**src/rtl/fpt_pkg.sv**
```systemverilog
// ----------------------------------------------------------------------------
// fpt_pkg
// shared types and constants of the frustum point test unit
// ----------------------------------------------------------------------------
package fpt_pkg;

    localparam int unsigned DATA_W      = 32;   // q16.16 values
    localparam int unsigned FRAC_W      = 16;
    localparam int unsigned IDX_W       = 4;
    localparam int unsigned MAT_N       = 16;
    localparam int unsigned ROWS        = 4;
    localparam int unsigned COLS        = 4;
    localparam int unsigned AXES        = 3;
    localparam int unsigned PROD_W      = 2 * DATA_W;
    localparam int unsigned SUM_W       = PROD_W + 2;  // three products plus offset term
    localparam int unsigned DIST_W      = SUM_W + 1;
    localparam int unsigned QUEUE_DEPTH = 4;
    localparam int unsigned QPTR_W      = 2;
    localparam int unsigned CNT_W       = QPTR_W + 1;
    localparam int unsigned IN_TDATA_W  = 136;
    localparam int unsigned IN_TUSER_W  = 2;
    localparam int unsigned OUT_TDATA_W = 8;

    typedef enum logic
    {
        OP_WRITE = 1'b0,
        OP_TEST  = 1'b1
    } op_t;

    typedef struct packed
    {
        op_t                      op;
        logic [IDX_W-1:0]         entry_index;
        logic signed [DATA_W-1:0] entry_value;
        logic signed [DATA_W-1:0] point_x;
        logic signed [DATA_W-1:0] point_y;
        logic signed [DATA_W-1:0] point_z;
        logic                     skip_vertical;
    } item_t;

endpackage

```
**src/rtl/fpt_front.sv**
```systemverilog
// ----------------------------------------------------------------------------
// fpt_front
// input side: takes stream transactions, decodes the kind and queues them
// ----------------------------------------------------------------------------
module fpt_front
(
    input  logic                               clk,
    input  logic                               rst_n,
    input  logic                               s_axis_tvalid,
    output logic                               s_axis_tready,
    input  logic [fpt_pkg::IN_TDATA_W-1:0]     s_axis_tdata,
    input  logic [fpt_pkg::IN_TUSER_W-1:0]     s_axis_tuser,
    output logic                               q_valid,
    input  logic                               q_pop,
    output fpt_pkg::item_t                     q_item
);

    fpt_pkg::item_t                  queue_mem [fpt_pkg::QUEUE_DEPTH];
    logic [fpt_pkg::QPTR_W-1:0]      wr_ptr_reg, wr_ptr_next;
    logic [fpt_pkg::QPTR_W-1:0]      rd_ptr_reg, rd_ptr_next;
    logic [fpt_pkg::CNT_W-1:0]       count_reg, count_next;
    fpt_pkg::item_t                  in_item;
    logic                            push;
    logic                            pop;

    always_comb
    begin
        in_item.op            = fpt_pkg::op_t'(s_axis_tuser[0]);
        in_item.skip_vertical = s_axis_tuser[1];
        in_item.entry_index   = s_axis_tdata[3:0];
        in_item.entry_value   = s_axis_tdata[35:4];
        in_item.point_x       = s_axis_tdata[67:36];
        in_item.point_y       = s_axis_tdata[99:68];
        in_item.point_z       = s_axis_tdata[131:100];
    end

    assign s_axis_tready = (count_reg != fpt_pkg::CNT_W'(fpt_pkg::QUEUE_DEPTH));
    assign q_valid       = (count_reg != '0);
    assign push          = s_axis_tvalid && s_axis_tready;
    assign pop           = q_pop && q_valid;
    assign q_item        = queue_mem[rd_ptr_reg];

    always_comb
    begin
        wr_ptr_next = push ? wr_ptr_reg + fpt_pkg::QPTR_W'(1) : wr_ptr_reg;
        rd_ptr_next = pop  ? rd_ptr_reg + fpt_pkg::QPTR_W'(1) : rd_ptr_reg;
        count_next  = count_reg;
        if (push && !pop)
        begin
            count_next = count_reg + fpt_pkg::CNT_W'(1);
        end
        else if (pop && !push)
        begin
            count_next = count_reg - fpt_pkg::CNT_W'(1);
        end
    end

    always_ff @(posedge clk)
    begin
        if (push)
        begin
            queue_mem[wr_ptr_reg] <= in_item;
        end
    end

    always_ff @(posedge clk or negedge rst_n)
    begin
        if (!rst_n)
        begin
            wr_ptr_reg <= '0;
            rd_ptr_reg <= '0;
            count_reg  <= '0;
        end
        else
        begin
            wr_ptr_reg <= wr_ptr_next;
            rd_ptr_reg <= rd_ptr_next;
            count_reg  <= count_next;
        end
    end

endmodule

```
**config.mk**
```make
export PLATFORM = sky130hd
export DESIGN_NAME = fpt_front
export DESIGN_NICKNAME = d
export VERILOG_FILES = /design/src/rtl/fpt_pkg.sv /design/src/rtl/fpt_front.sv
export SDC_FILE = /design/constraint.sdc
export NUM_CORES = 1
export LEC_CHECK = 0
export BUFFER_PORTS_ARGS = -buffer_cell sky130_fd_sc_hd__buf_4
export CORE_MARGIN = 10
export CORE_UTILIZATION = 61
export CTS_CLUSTER_DIAMETER = 120
export CTS_CLUSTER_SIZE = 20
export DETAILED_ROUTE_END_ITERATION = 8
export PLACE_DENSITY_LB_ADDON = 0.15
export SLEW_MARGIN = 10
export SYNTH_ARGS = -nofsm -noshare
export SYNTH_HDL_FRONTEND = slang
export SYNTH_SLANG_ARGS = --single-unit
export TNS_END_PERCENT = 10
```
**constraint.sdc**
```tcl
create_clock -name clk -period 11.3 [get_ports clk]
set_clock_uncertainty 0.2 [all_clocks]
set_input_delay 1.695 -clock clk [delete_from_list [all_inputs] [get_ports clk]]
set_output_delay 1.695 -clock clk [all_outputs]
set_load 0.005 [all_outputs]
```
==> results.yml, run 1 <==
status:
  status: "finished, final reports clean"
setup_path:
  r2r_cells: 5
  crit_arrival_ns: 3.27
  critPathKind: "register to output port"
  cp.required_ns: 9.41
  endpoint_kind: "output port"
  start_kind: "register"
  critPathMaxFanout: 70
timing:
  hold_viol: 0
  period_share_pct: 45.7
  final.setup.worst_slack_ns: 6.13
  fin_crit_ns: 5.17
  slew_headroom_pct: 26.8
  setup_violations: 0
  tightest_slew_ns: 1.10
  rsz0062_at_grt: "false"
  maxSlewViolCount: 0
  max_freq_ghz: 0.193
  fin_tns_setup_ns: 0
logic_synthesis:
  synthDistinctLibCells: 20
  netlist_instances: 735
  synth.avg_cell_area_sq_um: 26.8
  ys_ff_latch: 543
  synth.yosys.seq_area_share_pct: 82.6
  syn-cell-area_sq_mm: 0.0197
  yosys_warnings: 0
  synth_nets: 883
routing:
  drt_iter0_drc: 553
  via_count: 8585
  routedWlPerCell_microns: 26.1
  viasPerCell: 5.97
  finalWirelength_mm: 37.6
  drc_errors: 0
  drtAntennaViolNets: 0
  drt_first_pass_iters: 5
grt:
  grt_pass1_vias: 8940
  antenna_found_initial: 4
  grt_max_degree: 97
  grt_pass1_wl_mm: 55.8
  grt_use_total_pct: 18.7
  gr-total-overflow: 0
power_and_ir_drop:
  power.total_mw: 5.70
  p_leak_nw: 7.73
  p_comb_share_pct: 30.9
  power_frac_clock_pct: 19.2
  switchingPower_mw: 1.57
  swShare_pct: 27.6
  vdd_ir_drop_max_v: 0.000296
  power.internal_mw: 4.12
  powerDensity_mw_per_mm2: 247
  seqPwrFrac_pct: 49.9
floorplanning:
  initial_utilization_pct: 62.1
  pin_count: 278
  dieArea_sq_mm: 0.0399
  die_w_microns: 200
  rows: 65
  core_area_sq_mm: 0.0317
  fp.dieH_microns: 200
min_path:
  whs_path_depth: 1
  hp-class: "register to register"
place:
  pre_cts_ws_ns: 6.44
  place_congestion: 0.716
  dp_hpwl_mm: 23.7
  io_buffers: 273
cts:
  clk_pin_slew_ns: 0.08
  clock-sinks: 543
  cts_setup_buffers: 0
  cts.repair.resized: 0
  cts_tree: "yes"
  cts_root_buf: "clkbuf_16"
  h-tree-depth: 1
  cts-hold-fix-buffers: 0
  max-clock-path-buffers: 3
  numCtsBuffers: 31
  clock_latency_ns: 0.57
finish:
  final_nets: 1168
  n_fill_cell: 1809
  drive_above_1_share_pct: 44.3
  area_growth_pct: 16.9
  largest_reg_flops: 536
  final_core_util_pct: 72.6
run:
  cap_viol_max_count: 0
-- cell usage in the layout, fill, tap and decap left out --
cell / n
edfxtp_1: 536
buf_4: 281
mux4_2: 134
clkbuf_16: 31
clkbuf_1: 13
ha_1: 5
dfrtp_1: 5
diode_2: 4
and2_4: 4
xnor2_1: 4
inv_1: 3
nor2_1: 2
nand2_1: 2
mux2_2: 2
xor2_1: 2
dfrtp_4: 2
a21boi_2: 1
or3_1: 1
nand3_1: 1
fa_1: 1
inv_6: 1
inv_16: 1
buf_12: 1
-- cells in the mapped netlist --
master    instances  area [sq um]
mux4_2          134          3020
xnor2_1           4          35.0
nand2_1           2          7.51
buf_6             6          67.6
edfxtp_1        536         16100
mux2_2            2          22.5
buf_1             1          3.75
ha_1              5          62.6
nand3_1           1          5.00
and2_1            4          25.0
buf_4             1          7.51
fa_1              1          20.0
a21boi_2          1          11.3
dfrtp_1           7           175
xor2_1            2          17.5
buf_2            16          80.1
inv_1             3          11.3
clkbuf_1          6          22.5
nor2_1            2          7.51
or3_1             1          6.26
-- worst max-delay path, stage by stage (launching register included) --
cell	delay, ns
dfrtp_4	1.13
buf_4	0.86
mux4_2	0.44
buf_4	0.16
-- stage by stage --
stage	hold slack, ns	cell area (sq um)	instances
after floorplan	0.293	19700	735
after global placement	0.309	22200	1389
after detailed placement	0.326	22200	1389
after CTS	0.338	23000	1435
after global routing	0.366	23000	1437
final	0.348	23000	1439
-- path summary, 6_finish.rpt --
| kind | start | endpoint | slack (ns) |
|---|---|---|---|
| hold / removal | count_reg[2] | count_reg[2] | 0.35 |
| min in group asynchronous | rst_n | count_reg[0] | 0.72 |
| hold reg to reg | count_reg[2] | count_reg[2] | 0.35 |
| setup / recovery | rd_ptr_reg[1] | q_item[51] | 6.13 |
| setup reg to reg | count_reg[0] | queue_mem[3][15] | 7.75 |
| max in group asynchronous | rst_n | rd_ptr_reg[0] | 10.03 |
-- power groups by stage --
| stage | registers [mW] | clock network (mW) | logic [mW] |
|---|---|---|---|
| 4_1_cts | 2.85 | 1.13 | 1.82 |
| 2_1_floorplan | 2.81 | 0 | 1.04 |
| 3_5_place_dp | 2.89 | 0 | 1.81 |
| 3_3_place_gp | 2.87 | 0 | 1.80 |
| 5_1_grt | 2.89 | 1.20 | 1.90 |
| 6_report | 2.84 | 1.09 | 1.76 |
-- kinds of logic (layout without fill, tap and decap cells) --
| family | count (synthesis) | count (layout) | synth area share, % |
|---|---|---|---|
| AO/OA/AOI/OAI | 1 | 1 | 0.0572 |
| XOR/XNOR | 6 | 6 | 0.267 |
| adder cells (fa/ha/maj) | 6 | 6 | 0.419 |
| buffers and inverters | 33 | 331 | 0.978 |
| flip-flops | 543 | 543 | 82.6 |
| multiplexers | 136 | 136 | 15.4 |
| other | 0 | 4 | 0 |
| AND/OR/NAND/NOR | 10 | 10 | 0.260 |
-- per-layer routing --
metal,GRT usage [%],share of wire [%]
met1,25.5,39
met5,0,0
met3,5.40,8.6
met2,29.7,50
met4,4.37,2.1
-- cell type report --
cell class | instances | area [sq um] | area share, %
Timing Repair Buffer | 282 | 2130 | 9.25
Clock inverter | 2 | 28.8 | 0.125
Clock buffer | 44 | 825 | 3.58
Sequential cell | 543 | 16300 | 70.7
Antenna cell | 4 | 10.0 | 0.0435
Multi-Input combinational cell | 159 | 3250 | 14.1
Tap cell | 402 | 503 | 2.18
Inverter | 3 | 11.3 | 0.0489
No activity file was read; power rests on OpenSTA's default activity.
==> run 2: changes to the inputs <==
--- a/config.mk
+++ b/config.mk
@@ -7,7 +7,7 @@
 export LEC_CHECK = 0
 export BUFFER_PORTS_ARGS = -buffer_cell sky130_fd_sc_hd__buf_4
 export CORE_MARGIN = 10
-export CORE_UTILIZATION = 61
+export CORE_UTILIZATION = 51
 export CTS_CLUSTER_DIAMETER = 120
 export CTS_CLUSTER_SIZE = 20
 export DETAILED_ROUTE_END_ITERATION = 8
==> constraint.sdc (replaced) <==
create_clock -name clk -period 4.5 [get_ports clk]
set_clock_uncertainty 0.2 [all_clocks]
set_input_delay 0.675 -clock clk [delete_from_list [all_inputs] [get_ports clk]]
set_output_delay 0.675 -clock clk [all_outputs]
set_load 0.005 [all_outputs]
==> run 2 against run 1 <==
Net effect:
- cell count increased by 7.7%
- first-iteration DRC count increased by 7.4%
- sequential share of layout area decreased by 0.88 points
- count of clock-buffer cells in the layout decreased by 1
==> results.yml, run 2 (same netlist as run 1, synthesis figures left out) <==
timing:
  max_freq_ghz: 0.292
  hold_viol: 0
  rsz0062_at_grt: "false"
  slew_headroom_pct: 51.5
  fin_tns_setup_ns: 0
  maxSlewViolCount: 0
  timing.hold.ws_ns: 0.0812
  period_share_pct: 76.1
  setup_violations: 0
  fin_crit_ns: 3.42
  tightest_slew_ns: 0.728
power_and_ir_drop:
  power.total_mw: 14.4
  powerDensity_mw_per_mm2: 618
  p_leak_nw: 7.79
  vdd_ir_drop_max_v: 0.000442
finish:
  final_nets: 1174
  mostFrequentLayoutCells: "edfxtp_1 (536), buf_4 (276), mux4_2 (134)"
  mostFrequentLayoutCell: "edfxtp_1"
  drive_above_1_share_pct: 44.6
  area_growth_pct: 18.4
  final_area_sq_mm: 0.0233
  largest_reg_flops: 536
place:
  place_congestion: 0.693
  io_buffers: 273
  placed_cell_area_sq_mm: 0.0225
  dp_hpwl_mm: 23.6
floorplanning:
  fp.dieH_microns: 217
  die_w_microns: 217
  pin_count: 278
  core_area_sq_mm: 0.0379
  rows: 71
  dieArea_sq_mm: 0.0469
  initial_utilization_pct: 51.9
setup_path:
  reg2reg_slack_ns: 1.91
  critPathMaxFanout: 41
  r2r_cells: 4
  cp.required_ns: 3.62
  critPathKind: "register to output port"
  timing.rr.end: "queue_mem[0][28]"
  start_kind: "register"
  r2r_start: "count_reg[0]"
  endpoint_kind: "output port"
  crit_arrival_ns: 2.55
routing:
  viasPerCell: 5.47
  routedWlPerCell_microns: 24.6
  finalWirelength_mm: 38.1
  drt_iter0_drc: 594
  drt_first_pass_iters: 5
  via_count: 8482
  drc_errors: 0
  drtAntennaViolNets: 0
cts:
  clk_pin_slew_ns: 0.08
  clock_latency_ns: 0.58
  cts.repair.resized: 0
  cts_tree: "yes"
  clock-sinks: 543
  cts-hold-fix-buffers: 1
  max-clock-path-buffers: 3
  numCtsBuffers: 31
  cts_root_buf: "clkbuf_16"
  cts_setup_buffers: 0
  h-tree-depth: 1
min_path:
  whs_path_depth: 1
  min_from: "s_axis_tdata[123]"
  hp-class: "primary input to register"
  min_to: "queue_mem[0][24]"
status:
  status: "finished, final reports clean"
grt:
  grt_pass1_wl_mm: 57.4
  grt_use_total_pct: 16.0
  grt_max_degree: 78
  grt_pass1_vias: 8974
  antenna_found_initial: 3
  gr-total-overflow: 0
run:
  cap_viol_max_count: 0
[run 2: cell count changes in the layout (fill, tap and decap cells not counted), sizes merged]
cell / previous run / this run
dlygate4sd3: 0 / 1
inv: 5 / 4
diode: 4 / 2
clkbuf: 44 / 43
buf: 282 / 287
[run 2: critical path, stage by stage, from the launching register on]
cell and delay, ns:
dfrtp_4 0.78, buf_12 0.37, mux4_2 0.59, buf_4 0.16
[run 2: layout make-up]
| cell class | count | area [sq um] |
|---|---|---|
| antenna | 2 | 5.00 |
| inverter | 3 | 11.3 |
| clock buffer | 43 | 821 |
| tap | 511 | 639 |
| timing repair buffer | 288 | 2300 |
| multi-input combinational | 159 | 3250 |
| clock inverter | 1 | 20.0 |
| sequential | 543 | 16300 |
| fill | 2615 | 14600 |
[run 2: through the flow]
stage	instances	setup slack [ns]	utilization (%)
6_report	1550	1.08	61.5
5_1_grt	1549	0.876	61.5
4_1_cts	1548	0.958	61.5
3_5_place_dp	1503	1.61	59.2
3_3_place_gp	1503	1.62	59.2
2_1_floorplan	735	-0.266	-
[run 2: metal layers]
metal | vias to the layer above | GRT usage (%) | part of all wire (%)
met5 | - | 0 | 0.052
met4 | 2 | 3.29 | 1.8
met3 | 41 | 5.46 | 8.9
met2 | 245 | 24.7 | 48
met1 | 4460 | 22.0 | 41
li1 | 3734 | - | -
[run 2: how the worst max path moves through the flow]
stage	slack [ns]	start	end
finish	1.08	rd_ptr_reg[0]	q_item[77]
global placement	1.62	rd_ptr_reg[0]	q_item[63]
detailed placement	1.61	s_axis_tvalid	queue_mem[0][28]
CTS	0.96	rd_ptr_reg[0]	q_item[63]
floorplan	-0.27	s_axis_tvalid	queue_mem[3][0]
global route	0.88	rd_ptr_reg[0]	q_item[63]
[run 2: power breakdown]
| group | internal [mW] | total [mW] | switching [mW] |
|---|---|---|---|
| logic | 2.49 | 4.73 | 2.24 |
| registers | 6.67 | 6.94 | 0.270 |
| clock network | 1.27 | 2.75 | 1.48 |
